`src/sv/lpht_pkg.sv`:
```
`default_nettype none
package lpht_pkg;

	localparam int KEY_W   = 32;
	localparam int VAL_W   = 32;
	localparam int SIZE_W  = 11;
	localparam int COUNT_W = 11;
	localparam int MULT_W  = 9;
	localparam int WORD_W  = 1 + KEY_W + VAL_W;   // {used, key, value}

	localparam logic [MULT_W-1:0] HASH_MULT  = 9'd433;
	localparam logic [SIZE_W-1:0] SIZE_RESET = 11'd17;
	localparam logic [VAL_W-1:0]  MISS_VALUE = '1;

	typedef enum logic [1:0] {
		ST_DONE = 2'd0,
		ST_MISS = 2'd1,
		ST_FULL = 2'd2
	} status_t;

	// controller -> datapath
	typedef struct packed {
		logic clr;
		logic load;
		logic hash;
		logic seed;
		logic probe;
		logic resp;
	} cmd_t;

	// datapath -> controller
	typedef struct packed {
		logic clr_last;
		logic div_last;
		logic probe_fin;
		logic out_free;
	} sts_t;

endpackage
`default_nettype wire

```
`src/sv/lpht_ctrl.sv`:
```
`default_nettype none
module lpht_ctrl (
	input  wire logic           clk,
	input  wire logic           arst_n,
	input  wire logic           req_valid,
	output logic                req_ready,
	input  wire lpht_pkg::sts_t sts,
	output lpht_pkg::cmd_t      cmd
);
	import lpht_pkg::*;

	typedef enum logic [2:0] {
		S_CLEAR,
		S_IDLE,
		S_HASH,
		S_DIV,
		S_SEED,
		S_PROBE,
		S_RESP
	} state_t;

	state_t state_q;

	always_ff @(posedge clk or negedge arst_n) begin
		if (!arst_n) begin
			state_q <= S_CLEAR;
		end else begin
			unique case (state_q)
				S_CLEAR: begin
					if (sts.clr_last) state_q <= S_IDLE;
				end
				S_IDLE: begin
					if (req_valid) state_q <= S_HASH;
				end
				S_HASH: begin
					state_q <= S_DIV;
				end
				S_DIV: begin
					if (sts.div_last) state_q <= S_SEED;
				end
				S_SEED: begin
					state_q <= S_PROBE;
				end
				S_PROBE: begin
					if (sts.probe_fin) state_q <= S_RESP;
				end
				S_RESP: begin
					if (sts.out_free) state_q <= S_IDLE;
				end
				default: begin
					state_q <= S_CLEAR;
				end
			endcase
		end
	end

	always_comb begin
		cmd       = '0;
		cmd.clr   = (state_q == S_CLEAR);
		cmd.load  = (state_q == S_IDLE) && req_valid;
		cmd.hash  = (state_q == S_HASH);
		cmd.seed  = (state_q == S_SEED);
		cmd.probe = (state_q == S_PROBE);
		cmd.resp  = (state_q == S_RESP) && sts.out_free;
	end

	assign req_ready = (state_q == S_IDLE);

`ifndef SYNTH
	a_fin_in_probe: assert property (@(posedge clk) disable iff (!arst_n)
		sts.probe_fin |-> (state_q == S_PROBE))
		else $error("probe finish outside probe phase");

	a_div_in_div: assert property (@(posedge clk) disable iff (!arst_n)
		sts.div_last |-> (state_q == S_DIV))
		else $error("remainder unit running outside divide phase");
`endif

endmodule
`default_nettype wire

```
`config.mk`:
```
export PLATFORM = sky130hd
export DESIGN_NAME = lpht_ctrl
export DESIGN_NICKNAME = d
export VERILOG_FILES = /design/src/sv/lpht_pkg.sv /design/src/sv/lpht_ctrl.sv
export SDC_FILE = /design/constraint.sdc
export NUM_CORES = 1
export LEC_CHECK = 0
export ABC_AREA = 1
export BUFFER_PORTS_ARGS = -buffer_cell sky130_fd_sc_hd__buf_4
export CORE_AREA = 2 2 39 41
export CTS_CLUSTER_SIZE = 30
export DETAILED_ROUTE_END_ITERATION = 16
export DIE_AREA = 0 0 41 43
export MAX_ROUTING_LAYER = met4
export PLACE_DENSITY = 0.45
export RECOVER_POWER = 25
export SLEW_MARGIN = 25
export SYNTH_ARGS = -nofsm -noshare
export SYNTH_HDL_FRONTEND = slang
export SYNTH_SLANG_ARGS = --single-unit
```
`constraint.sdc`:
```
create_clock -name clk -period 3.11 [get_ports clk]
set_input_delay 0.622 -clock clk [delete_from_list [all_inputs] [get_ports clk]]
set_output_delay 0.622 -clock clk [all_outputs]
set_load 0.01 [all_outputs]
```
After elaboration in Yosys (flattened, before gate mapping)
Index checks and enable logic that the tools add are counted.
{"block": "word_totals", "word_cells": 22, "in_bits": 7, "reg_bits": 3}
{"block": "op_classes", "n_eq_ne": 11, "reduce_logical": 4, "mux": 6}
{"op": "3-bit one-hot mux with 7 select lines", "n": 1}
{"op": "3-bit 2-to-1 mux", "n": 5}
{"op": "2-bit inequality test, second input constant", "n": 5}
{"op": "3-bit == test, second input constant", "n": 3}
{"op": "3-bit by 2-bit == test with 1-bit output, second input constant", "n": 2}
{"op": "5-bit AND reduction", "n": 1}
{"op": "3-bit by 1-bit == test with 1-bit output, second input constant", "n": 1}
{"op": "3-bit logical NOT", "n": 1}
{"op": "1-bit logical AND", "n": 2}

Longest topological paths before layout
Gate-level depths: netlist of the first run.
{"block": "logic_depth", "depth_word": 3, "mapped_depth": 9}

Worst setup path after synthesis of the first run
No wires, ideal clock.
{"block": "synth_path", "path_type": "flip-flop to output port", "from": "register state_q[1]", "to": "output cmd[4] in the netlist's numbering", "stages_incl_launch_ff": 5, "path_slack_ns": 1.615, "arrival_ns": 0.873, "path_buffers": 1, "t_required_ns": 2.488, "cell_sequence": "dfrtp_1 -> buf_6 -> nor2_1 -> nand2_1 -> nor2_1"}
{"item": "from (decl)", "line": "lpht_ctrl.sv:22", "text": "state_t state_q;"}
{"item": "from (signal assigned)", "line": "lpht_ctrl.sv:26", "text": "state_q <= S_CLEAR;"}
{"item": "from (signal assigned)", "line": "lpht_ctrl.sv:30", "text": "if (sts.clr_last) state_q <= S_IDLE;"}
{"item": "from (signal assigned)", "line": "lpht_ctrl.sv:33", "text": "if (req_valid) state_q <= S_HASH;"}
{"item": "to (decl)", "line": "lpht_ctrl.sv:8", "text": "output lpht_pkg::cmd_t cmd"}

==> results.md, run 1 <==
- Measured along the y axis, the die boundary spans 43 um.
- Routability-driven placement finished with a final weighted congestion of 0.752.
- The number of fillers in the final layout is 159.
- Once layout is done, the placed cells without fillers occupy 407 sq um.
- The instance area after placement is 384 sq um.
- The post-layout minimum cycle time is 1840 ps.
- VDD sags by at most 0.000305 V.
- The synthesized netlist occupies a cell area of 278 sq um.
- At the end of the flow the core is filled with cells to 0.294.
- The TritonCTS clock tree is built.
- The number of storage elements in the synthesis netlist is 3.
- 0 antenna diodes ended up in the layout.
- The register with the most flip-flops in the layout has 3 of them.
- Counting stages on the worst path, the most repeated cell is sky130_fd_sc_hd__nor2_1.
- The count of nets left with antenna violations once routing finished came out at 0.
- In this run the worst path has a maximum fanout of 9.
- The die is 41 um wide.
- The clock reaches the later pin of the worst-skew pair after 240 ps.
- For this run, the register share of the synthesized area comes to 0.270.
- Counting the buffers created by CTS gives 3.
- The largest stage delay on the critical path is 460 ps.
- The final setup TNS is 0 ps.
- Measured against its own limit, the worst slew margin works out to 0.818.
- The total iterations of the first detailed-routing run is 2.
- Data on the critical path arrives at its endpoint at 1220 ps.
- The total vias in the final route is 307.
- The maximum count of clock buffers along a single path is 2.
- The HPWL after detailed placement is 505 um.
- The mean area per synthesized cell is 6.17 sq um.
- The DRC violation total after the first TritonRoute iteration is 4.
- The worst clock skew on the final layout is 5.23 ps.
- The core box area is 1380 sq um.
- The class of the tightest hold or removal check is primary input to asynchronous set/reset pin.
- Walking the worst path, the cells encountered are nor2_1 > nand2_1 > nor2_1 > buf_4.
- In the final layout, the registers with the most flip-flops are state_q (3).
- Setup repair after global routing left no endpoint under its margin.
- In this run the post-CTS setup repair buffer count came out at 0.
- The library cell with the largest summed area after synthesis is sky130_fd_sc_hd__dfrtp_1.
- From synthesis to final layout, the design area changed by 46.4%.
- The tightest hold path in the finished design has a slack of 183 ps.
- The kind of cell with the highest combined delay along the critical path is flip-flops.
- The first global-routing pass estimated 1120 um of wire.
- Input and output buffers added on the ports amount to 13.
- The power per cell area is 937 nW/um^2.
- Of the cells placed in the final design, the portion with a size suffix greater than 1 is 0.393.
- More flip-flops sit in one register than any other, and that register is state_q.
- The critical path class is flop to primary output.
- After detailed routing, the number of vias per cell comes to 3.99.
- The number of distinct library cell variants in the gate-level netlist after synthesis is 13.
- The count of clock tree sinks is 3.
- The area fraction of the dominant cell type after synthesis is 0.270.
- The clock transition time at the flip-flop clock pins of the worst setup and hold paths is 40 ps.
- In the routed design, unresolved DRC markers number 0.
- The number of gates resized after CTS was 0.
- At the pin with the least slew margin, the transition time is 273 ps.
- The final max-slew violation count was 0.
- The total overflow reported by the global router is 0.
- The required time of the worst setup path is 2490 ps.
- The number of nets handed over by synthesis was 52.
- The leakage power total is 0.238 nW.
- Across the run, the number of max-cap violations was 0.
- The number of global-route vias before repair is 287.
- The root buffer cell chosen for the clock tree is sky130_fd_sc_hd__clkbuf_4.
- Summed over all layers, the routed wires come to 641 um.
- The quantity of hold-fixing buffers added after cts is 0.
- In the global route stage, overall resource usage came out at 0.100.
- The combined buffer and inverter count along the critical path is 1.
- Setup violations remaining at the end of the flow were counted as 0.
- For this configuration, the core starts out at a cell density of 0.201.
- Entering global routing, the biggest net connects 10 pins.
- The number of nets in the layout is 69.
- The cell count after synthesis came out at 45.
- The post-route fraction of the period consumed by the critical path is 0.591.
- The H-tree depth is 1.
- The worst setup path is captured at a primary output.
- For this design, the slowest cell found on the critical path is sky130_fd_sc_hd__dfrtp_1.
- The maximum clock rate is 544 MHz.
- The final number of hold-violating endpoints is 0.
- The run finished with clean final reports.
- The initial antenna violation count is 0.
- The worst setup path is launched from a flop.
- The floorplan has 14 rows.
- The floorplan step defined a die boundary enclosing 1760 sq um.
- After detailed routing, the average wire length per cell comes to 8.32 um.
- Sorting the synthesized cells by area gives the leading types as sky130_fd_sc_hd__dfrtp_1, sky130_fd_sc_hd__nand2_1, sky130_fd_sc_hd__inv_1.
- The total I/O pin count is 14.
- The Yosys warning count is 0.
==> logic make-up (layout without fill, tap and decap cells) <==
kind of cell           after synthesis  after routing  share of synthesized area
DFF                                  3              3                      0.270
and+or+nand+nor                     31             31                      0.541
buffers and inverters               10             26                      0.162
AOI/OAI and AO/OA                    1              1                     0.0270
==> cell usage in the layout (no fill, tap or decap) <==
cell,count
sky130_fd_sc_hd__clkbuf_1,2
sky130_fd_sc_hd__nor3_1,2
sky130_fd_sc_hd__nand3_2,1
sky130_fd_sc_hd__inv_1,7
sky130_fd_sc_hd__inv_2,2
sky130_fd_sc_hd__nor2_2,4
sky130_fd_sc_hd__nand2_2,1
sky130_fd_sc_hd__dfrtp_1,3
sky130_fd_sc_hd__nand3_1,5
sky130_fd_sc_hd__nor3_2,1
sky130_fd_sc_hd__clkbuf_4,3
sky130_fd_sc_hd__o21bai_1,1
sky130_fd_sc_hd__buf_4,12
sky130_fd_sc_hd__nand2_1,11
sky130_fd_sc_hd__nor2_1,6
==> per-stage QoR <==
| stage | power (mW) | std cells | worst slack [ps] |
|---|---|---|---|
| floorplan | 0.249 | 45 | 1610 |
| global placement | 0.319 | 73 | 1530 |
| detailed placement | 0.317 | 73 | 1510 |
| CTS | 0.391 | 77 | 1250 |
| global route | 0.428 | 77 | 1140 |
| finish | 0.381 | 77 | 1270 |
==> cell type report <==
cell class	instances	area, sq um	area share
timing repair buffer	13	93.8	0.231
tap	16	20.0	0.0492
sequential	3	75.1	0.185
clock buffer	4	26.3	0.0646
inverter	9	33.8	0.0831
multi-input combinational	32	158	0.388
==> worst reg2reg max path: stages, from the launching register on <==
cell	delay [ps]
sky130_fd_sc_hd__dfrtp_1	490
sky130_fd_sc_hd__nor2_1	110
sky130_fd_sc_hd__nand2_1	120
sky130_fd_sc_hd__nor2_2	50
sky130_fd_sc_hd__nor2_2	160
sky130_fd_sc_hd__nand2_2	80
sky130_fd_sc_hd__nand2_1	60
sky130_fd_sc_hd__nand2_1	50
==> routing by layer <==
layer,GRT usage,share of wire,vias to the layer above
li1,-,-,167
met1,0.123,0.45,134
met2,0.128,0.49,6
met3,0.0314,0.055,0
met4,0.0800,0,0
met5,-,0,-
==> synthesized netlist by cell type <==
cell type	n
sky130_fd_sc_hd__nor2_2	4
sky130_fd_sc_hd__inv_1	7
sky130_fd_sc_hd__nand3_1	5
sky130_fd_sc_hd__nor3_2	1
sky130_fd_sc_hd__nand3_2	1
sky130_fd_sc_hd__o21bai_1	1
sky130_fd_sc_hd__nor3_1	2
sky130_fd_sc_hd__buf_6	1
sky130_fd_sc_hd__nand2_2	1
sky130_fd_sc_hd__inv_2	2
sky130_fd_sc_hd__nor2_1	6
sky130_fd_sc_hd__nand2_1	11
sky130_fd_sc_hd__dfrtp_1	3
==> path summary, 6_finish.rpt <==
kind	startpoint	end	slack, ps	cells after the start
setup reg to reg	state_q[1]	state_q[1]	1900	7
max in group asynchronous	arst_n	state_q[2]	2770	1
hold reg to reg	state_q[0]	state_q[0]	620	2
hold / removal	arst_n	state_q[0]	180	1
min in group clk	state_q[0]	state_q[0]	620	2
setup / recovery	state_q[1]	cmd[4]	1270	4
==> report_power, final <==
part / internal (mW) / switching [mW]
sequential: 0.0584 / 0.0359
clock: 0.0482 / 0.0213
combinational: 0.0955 / 0.122
total: 0.202 / 0.179
(Power assumes the default switching activity.)
==> run 2: changes to the inputs <==
PLACE_DENSITY = 0.46   (was 0.45)
clock period = 1.55 ns   (was 3.11 ns; I/O delays follow)
==> run 2 against run 1 <==
Sequential cell count stayed put; setup slack lost 1200 ps; critical path depth unchanged; first-iteration DRC count up 130%; critical path type unchanged; sequential power grew 100%; via count up 2.3%; highest routed layer unchanged; cell count is 3.9% higher; sequential share of layout area down 0.90 points; die area is the same; clock power rose by 99%; largest cell class unchanged; register-to-register slack lost 1700 ps; clock skew down 4.7 ps.
==> results.md, run 2 (synthesis gave the netlist of run 1 again) <==
- The run finished with clean final reports.
- The clock latency of the later-clocked register in the worst-skew pair is 230 ps (about the same).
- The flip-flop count of the largest register, all copies and words added was 3 (unchanged).
- The number of cells on the worst reg-to-reg path is 9 (+2).
- The number of nets in the layout came to 72 (+4.3%).
- Based on the critical path, the design can be clocked at up to 691 MHz.
- The slack of the worst reg-to-reg path was 240 ps (-1660 ps).
- The total overflow reported by the global router was 0 (unchanged).
- The count of non-filler cells in the finished layout is 80 (+3.9%).
- The number of global-route vias before repair is 286 (-0.35%).
- The leakage power total is 0.261 nW (+9.5%).
- The initial antenna violation count is 0 (unchanged).
- The final max-slew violation count is 0 (unchanged).
- The count of standard-cell rows came to 14 (unchanged).
- The master cell of the clock root buffer is sky130_fd_sc_hd__clkbuf_4.
- Counting instances, the worst hold path has a depth of 4.
- The required time of the worst setup path is 1240 ps (-1250 ps).
- The worst hold path begins at sts[1].
- The count of buffers from port buffering came to 13 (unchanged).
- The instance area after placement came to 384 sq um (unchanged).
- The DRC violation total after the first TritonRoute iteration is 9 (+5).
- The largest stage delay on the critical path came to 430 ps (-30 ps).
- The layout-stage area growth over the synthesis result is 59.0%.
- The area of the multi-input gates came to 160 sq um (+1.6%).
- The post-detailed-route DRC marker count is 0 (unchanged).
- For hold timing, the worst endpoint is state_q[2].
- Setup repair after global routing left no endpoint under its margin.
- The critical path class is flop to primary output.
- The residual antenna-violating net count after detailed routing was 0 (unchanged).
- The total power is 0.824 mW (+120%).
- The final number of hold-violating endpoints is 0 (unchanged).
- The footprint of the flip-flops and latches was 77.6 sq um (+3.3%).
- The maximum count of clock buffers along a single path came to 2 (unchanged).
- The antenna diode count is 0 (unchanged).
- The post-layout minimum cycle time is 1450 ps.
- The total I/O pin count was 14 (unchanged).
- The total vias in the final route came to 314 (+2.3%).
- The placer's final routability congestion estimate is 0.758 (+0.77%).
- The overall global routing resource usage was 0.0967 (-0.00329).
- The height of the die came to 43 um (unchanged).
- The worst slew margin relative to its limit is 0.836 (+0.0179).
- The cell area after layout came to 442 sq um (+8.6%).
- The total placed cells including tap cells was 73 (unchanged).
- The effective utilization at floorplan came to 0.201 (unchanged).
- The transition time of the tightest slew-check pin came to 246 ps (-26.8 ps).
- The type of element capturing the critical path is a primary output.
- The H-tree depth is 1 (unchanged).
- The class of the tightest hold or removal check is primary input to flop.
- The routed wire length is 683 um (+6.6%).
- The worst clock skew on the final layout is 0.545 ps (-4.68 ps).
- The power per cell area came to 1860 nW/um^2 (+99%).
- The post-route fraction of the period consumed by the critical path is 0.934.
- The source of the worst register-to-register timing path is state_q[1].
- In this run the critical register-to-register path is captured at state_q[0].
- The clock transition time at the flip-flop clock pins of the worst setup and hold paths was 40 ps (about the same).
- The die footprint is 1760 sq um (unchanged).
- The number of fillers in the final layout is 160 (+0.63%).
- The data arrival time of the critical path is 1140 ps (-80 ps).
- The final HPWL from detailed placement is 516 um (+2.0%).
- The number of vias per cell after detailed routing was 3.93 (-1.6%).
- The average detailed-routed wire length per instance is 8.54 um (+2.6%).
- The highest net fanout along the worst path came to 6 (-3).
- The post-layout worst setup margin is 102 ps (-1170 ps).
- The total of max-cap violations is 0 (unchanged).
- The minimum setup slack after placement is 284 ps (-1230 ps).
- The critical path goes through dlymetal6s2s_1 > nand3_1 > inv_1 > buf_4.
- The register with the most flip-flops in the final layout is state_q.
- The count of clock tree sinks is 3 (unchanged).
- The total iterations of the first detailed-routing run is 4 (+2).
- The maximum number of pins on one net before global-route repair is 10 (unchanged).
- In the final layout, the registers with the most flip-flops are state_q (3).
- The final setup TNS is 0 ps (unchanged).
- The leading cell type in the layout, fill and taps excluded is sky130_fd_sc_hd__buf_4.
- The total of endpoints with negative setup slack in the final report is 0 (unchanged).
- The library cells used most frequently in the layout, excluding fill and tap cells, are sky130_fd_sc_hd__buf_4, sky130_fd_sc_hd__nand2_1, sky130_fd_sc_hd__inv_1.
- The TritonCTS clock tree is built.
- The fraction of final layout cells with drive strength greater than 1 is 0.438 (+0.0441).
- The number of CTS-inserted buffers is 3 (unchanged).
- The worst-case vdd ir drop is 0.000604 V (+98%).
- The core box area is 1380 sq um (unchanged).
- The worst setup path is launched from a flop.
- The width of the die was 41 um (unchanged).
- The cell type of the slowest stage on the worst timing path is sky130_fd_sc_hd__dfrtp_2.
- The global-route wire length before repair is 1100 um (-1.8%).
## run 2: per-stage QoR
| stage | util | hold slack (ps) |
|---|---|---|
| global route | 0.319 | 407 |
| floorplan | - | 14.4 |
| global placement | 0.278 | 103 |
| CTS | 0.304 | 390 |
| detailed placement | 0.278 | 103 |
| finish | 0.319 | 383 |
## run 2: cell type report
type | instances | share of cell area
Timing Repair Buffer | 16 | 0.280
Inverter | 9 | 0.0765
Tap cell | 16 | 0.0453
Multi-Input combinational cell | 32 | 0.363
Sequential cell | 3 | 0.176
Clock buffer | 4 | 0.0595
## run 2: what timing repair did
action,in CTS,in global routing
resized for setup,0,3
setup endpoints to repair,0,2
buffers inserted,0,2
endpoints found under the hold margin,3,0
hold buffers,1,0
## run 2: how the worst max path moves through the flow
stage	from	end	slack (ps)	cells past startpoint
finish	state_q[1]	cmd[3]	100	4
global route	state_q[1]	cmd[4]	7	4
CTS	state_q[1]	cmd[4]	30	4
detailed placement	state_q[1]	cmd[4]	280	4
global placement	state_q[1]	cmd[4]	290	4
floorplan	state_q[1]	cmd[4]	370	4
## run 2: layer usage
layer	part of all wire	global-route usage
met1	0.50	0.129
met5	0	-
met2	0.44	0.122
met4	0	0.0400
met3	0.059	0.0471
## run 2: power breakdown
part | total, mW | switching [mW] | internal [mW]
clock network | 0.138 | 0.0415 | 0.0965
registers | 0.189 | 0.0675 | 0.122
logic | 0.496 | 0.269 | 0.228
## run 2: worst max-delay path: cells and delay by family, from the launching register on
kind / cells / cell delay, ps
simple gates: 1 / 110
buf+inv: 3 / 360
flops: 1 / 430
